<file path="src/hw/rtl/tpkv_pkg.sv">
// ----------------------------------------------------------------------------
// tpkv_pkg
// Shared types and constants for the two-pool key/value table.
// ----------------------------------------------------------------------------
`default_nettype none
package tpkv_pkg;
	localparam int PSLOTS = 64;
	localparam int TSLOTS = 32;
	localparam int NAME_BYTES = 8;
	localparam int RW = $clog2(TSLOTS + 1);
	localparam int NS = PSLOTS + TSLOTS;
	localparam int CW = $clog2(NS + 1);
	localparam logic [7:0] TEMP_MARK = 8'h5F;
	localparam logic [7:0] ARCH_MARK = 8'h24;
	localparam logic [7:0] SYM_MARK = 8'h40;

	typedef enum logic [2:0] {
		OP_SET = 3'd0, OP_GET = 3'd1, OP_DEF = 3'd2, OP_UNSET = 3'd3, OP_CLEAR = 3'd4
	} op_t;

	typedef enum logic [1:0] {ST_IDLE, ST_SCAN, ST_APPLY, ST_DONE} state_t;

	// broadcast from the controller to every cell
	typedef struct packed {
		logic        shift;
		logic        clear;
		logic        wr;
		logic        wr_tmp;
		logic [63:0] key;
		logic [63:0] value;
		logic        unset_hit;
		logic        touch;
		logic [RW-1:0] old_rank;
		logic        old_q;
		logic [RW-1:0] new_rank;
		logic        evict;
	} cell_ctl_t;

	// head: word enters the head cell during apply; mark: word is the target
	typedef struct packed {
		logic          head;
		logic [63:0]   key;
		logic [63:0]   value;
		logic [RW-1:0] rank;
		logic          inq;
		logic          mark;
	} cell_data_t;

	function automatic logic [63:0] canon_key(input logic [63:0] k);
		logic [63:0] o;
		logic stop;
		o = '0;
		stop = 1'b0;
		for (int i = 0; i < NAME_BYTES; i++) begin
			if (k[63-8*i -: 8] == 8'h00)
				stop = 1'b1;
			if (!stop)
				o[63-8*i -: 8] = k[63-8*i -: 8];
		end
		return o;
	endfunction
endpackage
`default_nettype wire

</file>
<file path="src/hw/rtl/tpkv_cell.sv">
// ----------------------------------------------------------------------------
// tpkv_cell
// One table entry; rotates to its neighbor on shift, adjusts LRU rank on ops.
// ----------------------------------------------------------------------------
`default_nettype none
module tpkv_cell
	import tpkv_pkg::*;
(
	input  wire logic       clk,
	input  wire logic       arst_n,
	input  wire cell_ctl_t  ctl,
	input  wire cell_data_t din,
	output      cell_data_t dout
);
	logic [63:0] key_q, val_q;
	logic [RW-1:0] rank_q;
	logic inq_q;

	assign dout = '{head: 1'b0, key: key_q, value: val_q, rank: rank_q,
		inq: inq_q, mark: 1'b0};

	always_ff @(posedge clk or negedge arst_n) begin
		if (!arst_n) begin
			key_q <= '0; rank_q <= '0; inq_q <= 1'b0;
		end else if (ctl.clear) begin
			key_q <= '0; rank_q <= '0; inq_q <= 1'b0;
		end else if (ctl.shift) begin
			if (din.mark && ctl.wr) begin
				if (ctl.unset_hit) begin
					key_q <= '0; inq_q <= 1'b0; rank_q <= '0;
				end else begin
					key_q <= ctl.key; inq_q <= ctl.wr_tmp; rank_q <= ctl.new_rank;
				end
			end else begin
				key_q <= din.key; inq_q <= din.inq;
				if (din.head && din.inq && (ctl.unset_hit || ctl.touch || ctl.evict)
						&& ctl.old_q && din.rank > ctl.old_rank)
					rank_q <= din.rank - 1'b1;
				else
					rank_q <= din.rank;
			end
		end
	end

	always_ff @(posedge clk) begin
		if (ctl.shift) begin
			if (din.mark && ctl.wr && !ctl.unset_hit)
				val_q <= ctl.value;
			else
				val_q <= din.value;
		end
	end
endmodule
`default_nettype wire

</file>
<file path="config.mk">
export PLATFORM = sky130hd
export DESIGN_NAME = tpkv_cell
export DESIGN_NICKNAME = d
export VERILOG_FILES = /design/src/hw/rtl/tpkv_pkg.sv /design/src/hw/rtl/tpkv_cell.sv
export SDC_FILE = /design/constraint.sdc
export NUM_CORES = 1
export LEC_CHECK = 0
export ABC_AREA = 1
export BUFFER_PORTS_ARGS = -buffer_cell sky130_fd_sc_hd__buf_2
export CAP_MARGIN = 20
export CORE_AREA = 2 2 162 164
export DETAILED_ROUTE_END_ITERATION = 16
export DIE_AREA = 0 0 164 166
export GPL_ROUTABILITY_DRIVEN = 0
export SLEW_MARGIN = 10
export SYNTH_ARGS = -nofsm -noshare
export SYNTH_HDL_FRONTEND = slang
export SYNTH_SLANG_ARGS = --single-unit
</file>
<file path="constraint.sdc">
create_clock -name clk -period 1.3 [get_ports clk]
set_input_delay 0.325 -clock clk [delete_from_list [all_inputs] [get_ports clk]]
set_output_delay 0.325 -clock clk [all_outputs]
set_load 0.1 [all_outputs]
</file>
==> impl_metrics.tcl <==
set metrics [dict create \
    status "complete, but fails checks" \
    violations "negative setup slack" \
    fin_hold_ws_ns 0.176 \
    ant_nets 0 \
    drt_iter0_drc 322 \
    slowest_stage "edfxtp_1" \
    drcViolationCount 0 \
    crit_type "flip-flop to primary output" \
    synth_top_family_by_area "simple AND/OR/NAND/NOR gates" \
    finalClockSkew_ns 0 \
    yosys_warnings 0 \
    ios 424 \
    cts_tree "done" \
    cts-htree-levels 4 \
    synth_edf_count 64 \
    synth_top_area_share_pct 30.5 \
    grt_max_degree 61 \
    synth_fa_ha_area_share_pct 1.39 \
    synth_area_per_cell_um2 9.22 \
    worst_ep_required_time_ns 0.98 \
    setup_viol 135 \
    dr.pass1.iters 5 \
    core_area_mm2 0.0256 \
    path_clk_slew_ns 0.07 \
    cts.sinks 135 \
    hp-class "input pin to flip-flop" \
    cts_buffers 17 \
    synth-async-reset-ratio_pct 52.6 \
    portBuffers 421 \
    synth_area_leader_cell "edfxtp_1" \
    syn2layout_area_growth_pct 91.8 \
    antenna_cells 0 \
    synth_ff_type "dfrtp_1" \
    vdd_ir_drop_max_mv 0.714 \
    clk_latency_ns 0.41 \
    maxCapViolCount 0 \
    start_util_pct 24.6 \
    final_util_pct 47.1 \
    comb_power_share_pct 34.5 \
    ys_ff_latch 135 \
    dpl_cell_area_mm2 0.0113 \
    rows 59 \
    slew_violations 0 \
    postSynthCellCount 682 \
    period_minus_slack_ns 1.37 \
    worst_slack_ns -0.0748 \
    die_w_um 164 \
    postLayoutCellArea_mm2 0.0121 \
    cp-start-kind "flip-flop" \
    timing.final.crit_share_pct 106 \
    synth.top_cells.by_area "edfxtp_1 (31%), dfrtp_1 (28%), nand2_1 (18%), a22oi_1 (7.8%), o21ai_1 (3.2%)" \
    critPathMaxStageDelay_ns 0.44 \
    wl_per_cell_um 15.9 \
    synth_xor_area_share_pct 0.139 \
    vias_per_cell 4.43 \
    drive_above_1_share_pct 47.3 \
    synth-compound-area-share_pct 13.5 \
    p_int_mw 9.51 \
    yosysSeqAreaShare_pct 58.8 \
    grt_pass1_wl_mm 35.6 \
    yosysMostFrequentCell "nand2_1" \
    wirelength_mm 23.9 \
    crit_fanout 1 \
    nets 1445 \
    tns_ns -4.13 \
    critPathArrivalTime_ns 1.05 \
    ys_top_cells_by_count "nand2_1 (302), dfrtp_1 (71), a22oi_1 (65)" \
    p_sw_mw 5.57 \
    dieArea_mm2 0.0272 \
    seq_power_share_pct 34.1 \
    grt_pass1_vias 6407 \
    yosys.area_share.simple_pct 21.2 \
    path_cells "buf_12" \
    n_fill_cell 2388 \
    cts-root-buf "clkbuf_16" \
    hpwl_mm 18.7 \
    clock_path_buffers 2 \
    track_usage_pct 17.2 \
    switching_share_pct 36.9 \
    synth_cell_types 24 \
    synth.area.mux_share_pct 0 \
    antenna_found_initial 1 \
    grt_overflow 0 \
    register_area_mm2 0.00370 \
    critPathTopFamily "flip-flops" \
    end_kind "primary output" \
    cp.buffers_inverters 1 \
    die_h_um 166 \
    multi_input_area_mm2 0.00240 \
    hold_violations 0 \
    via_count 6635 \
    clock_power_share_pct 31.4 \
    fmax_mhz 727 \
    netlist_area_mm2 0.00629 \
    p_leak_nw 5.83 \
    rsz0062_at_grt "yes" \
    power_density_mw_per_mm2 1250 \
]
==> state kept, by name (all words and copies together) (netlist names) <==
signal / cells
key_q: 64
val_q: 64
rank_q: 6
inq_q: 1
==> timing repair <==
item | CTS | global route
setup buffers | 10 | 19
setup endpoints to repair | 135 | 139
hold buffers | 1 | 0
cloned | 0 | 0
pin swaps | 0 | 2
endpoints found under the hold margin | 16 | 0
resized for setup | 0 | 0
==> metal layers <==
layer / routed length, um / global-route usage [%] / vias to the layer above
met4: 486 / 5.26 / 0
met5: 0 / 0 / -
met1: 9220 / 19.9 / 3035
li1: - / - / 3248
met3: 1850 / 4.42 / 29
met2: 12300 / 30.8 / 323
==> worst min-delay path, delay by kind of cell <==
kind	cells	cell delay, ns
simple gates	2	0.08
buf+inv	1	0.07
==> stage by stage <==
step | instances | worst slack [ns] | power (mW)
2_1_floorplan | 683 | -0.0846 | 7.96
3_3_place_gp | 1437 | -0.303 | 10.3
3_5_place_dp | 1437 | -0.341 | 10.4
4_1_cts | 1480 | -0.103 | 15.3
5_1_grt | 1499 | -0.114 | 15.7
6_report | 1499 | -0.0748 | 15.1
==> final cells by class <==
class	instances	share of cell area [%]
Clock buffer	21	4.09
Clock inverter	11	0.705
Inverter	25	0.871
Multi-Input combinational cell	479	19.9
Sequential cell	135	30.6
Tap cell	335	3.47
Timing Repair Buffer	493	40.3
==> layout by cell type (no fill, tap or decap), drive strengths merged <==
master / Yosys / routed
clkinv: 0 / 4
a21oi: 1 / 1
edfxtp: 64 / 64
nor2: 7 / 7
dfrtp: 71 / 71
inv: 25 / 28
clkbuf: 19 / 21
a22oi: 65 / 65
nor3: 1 / 1
conb: 1 / 2
buf: 25 / 492
ha: 7 / 7
nand4: 8 / 8
clkinvlp: 0 / 4
xnor2: 1 / 1
dlygate4sd3: 0 / 1
nand3: 13 / 13
o21ai: 71 / 71
nand2: 303 / 303
==> kinds of logic after synthesis <==
| family | count (synthesis) |
|---|---|
| AOI/OAI and AO/OA | 137 |
| and+or+nand+nor | 332 |
| adders and majority gates | 7 |
| xor gates and xnor gates | 1 |
| buffers and inverters | 69 |
| DFF | 135 |
| other | 1 |
==> power by group through the flow <==
stage / sequential [mW] / combinational [mW] / clock [mW]
floorplan: 7.32 / 0.645 / 0
global placement: 5.21 / 5.14 / 0
detailed placement: 5.22 / 5.16 / 0
CTS: 5.14 / 5.20 / 4.90
global route: 5.17 / 5.43 / 5.06
finish: 5.14 / 5.20 / 4.74
==> final timing paths <==
path | from | depth (start not counted) | slack [ns] | to
max | val_q[63] | 1 | -0.07 | dout[71]
min | din[54] | 3 | 0.18 | val_q[46]
max reg2reg | key_q[16] | 4 | 0.42 | key_q[16]
min reg2reg | rank_q[5] | 2 | 0.54 | rank_q[5]
max in group asynchronous | arst_n | 3 | 0.55 | rank_q[5]
min in group asynchronous | arst_n | 2 | 0.33 | key_q[47]
No activity file was read; power rests on OpenSTA's default activity.
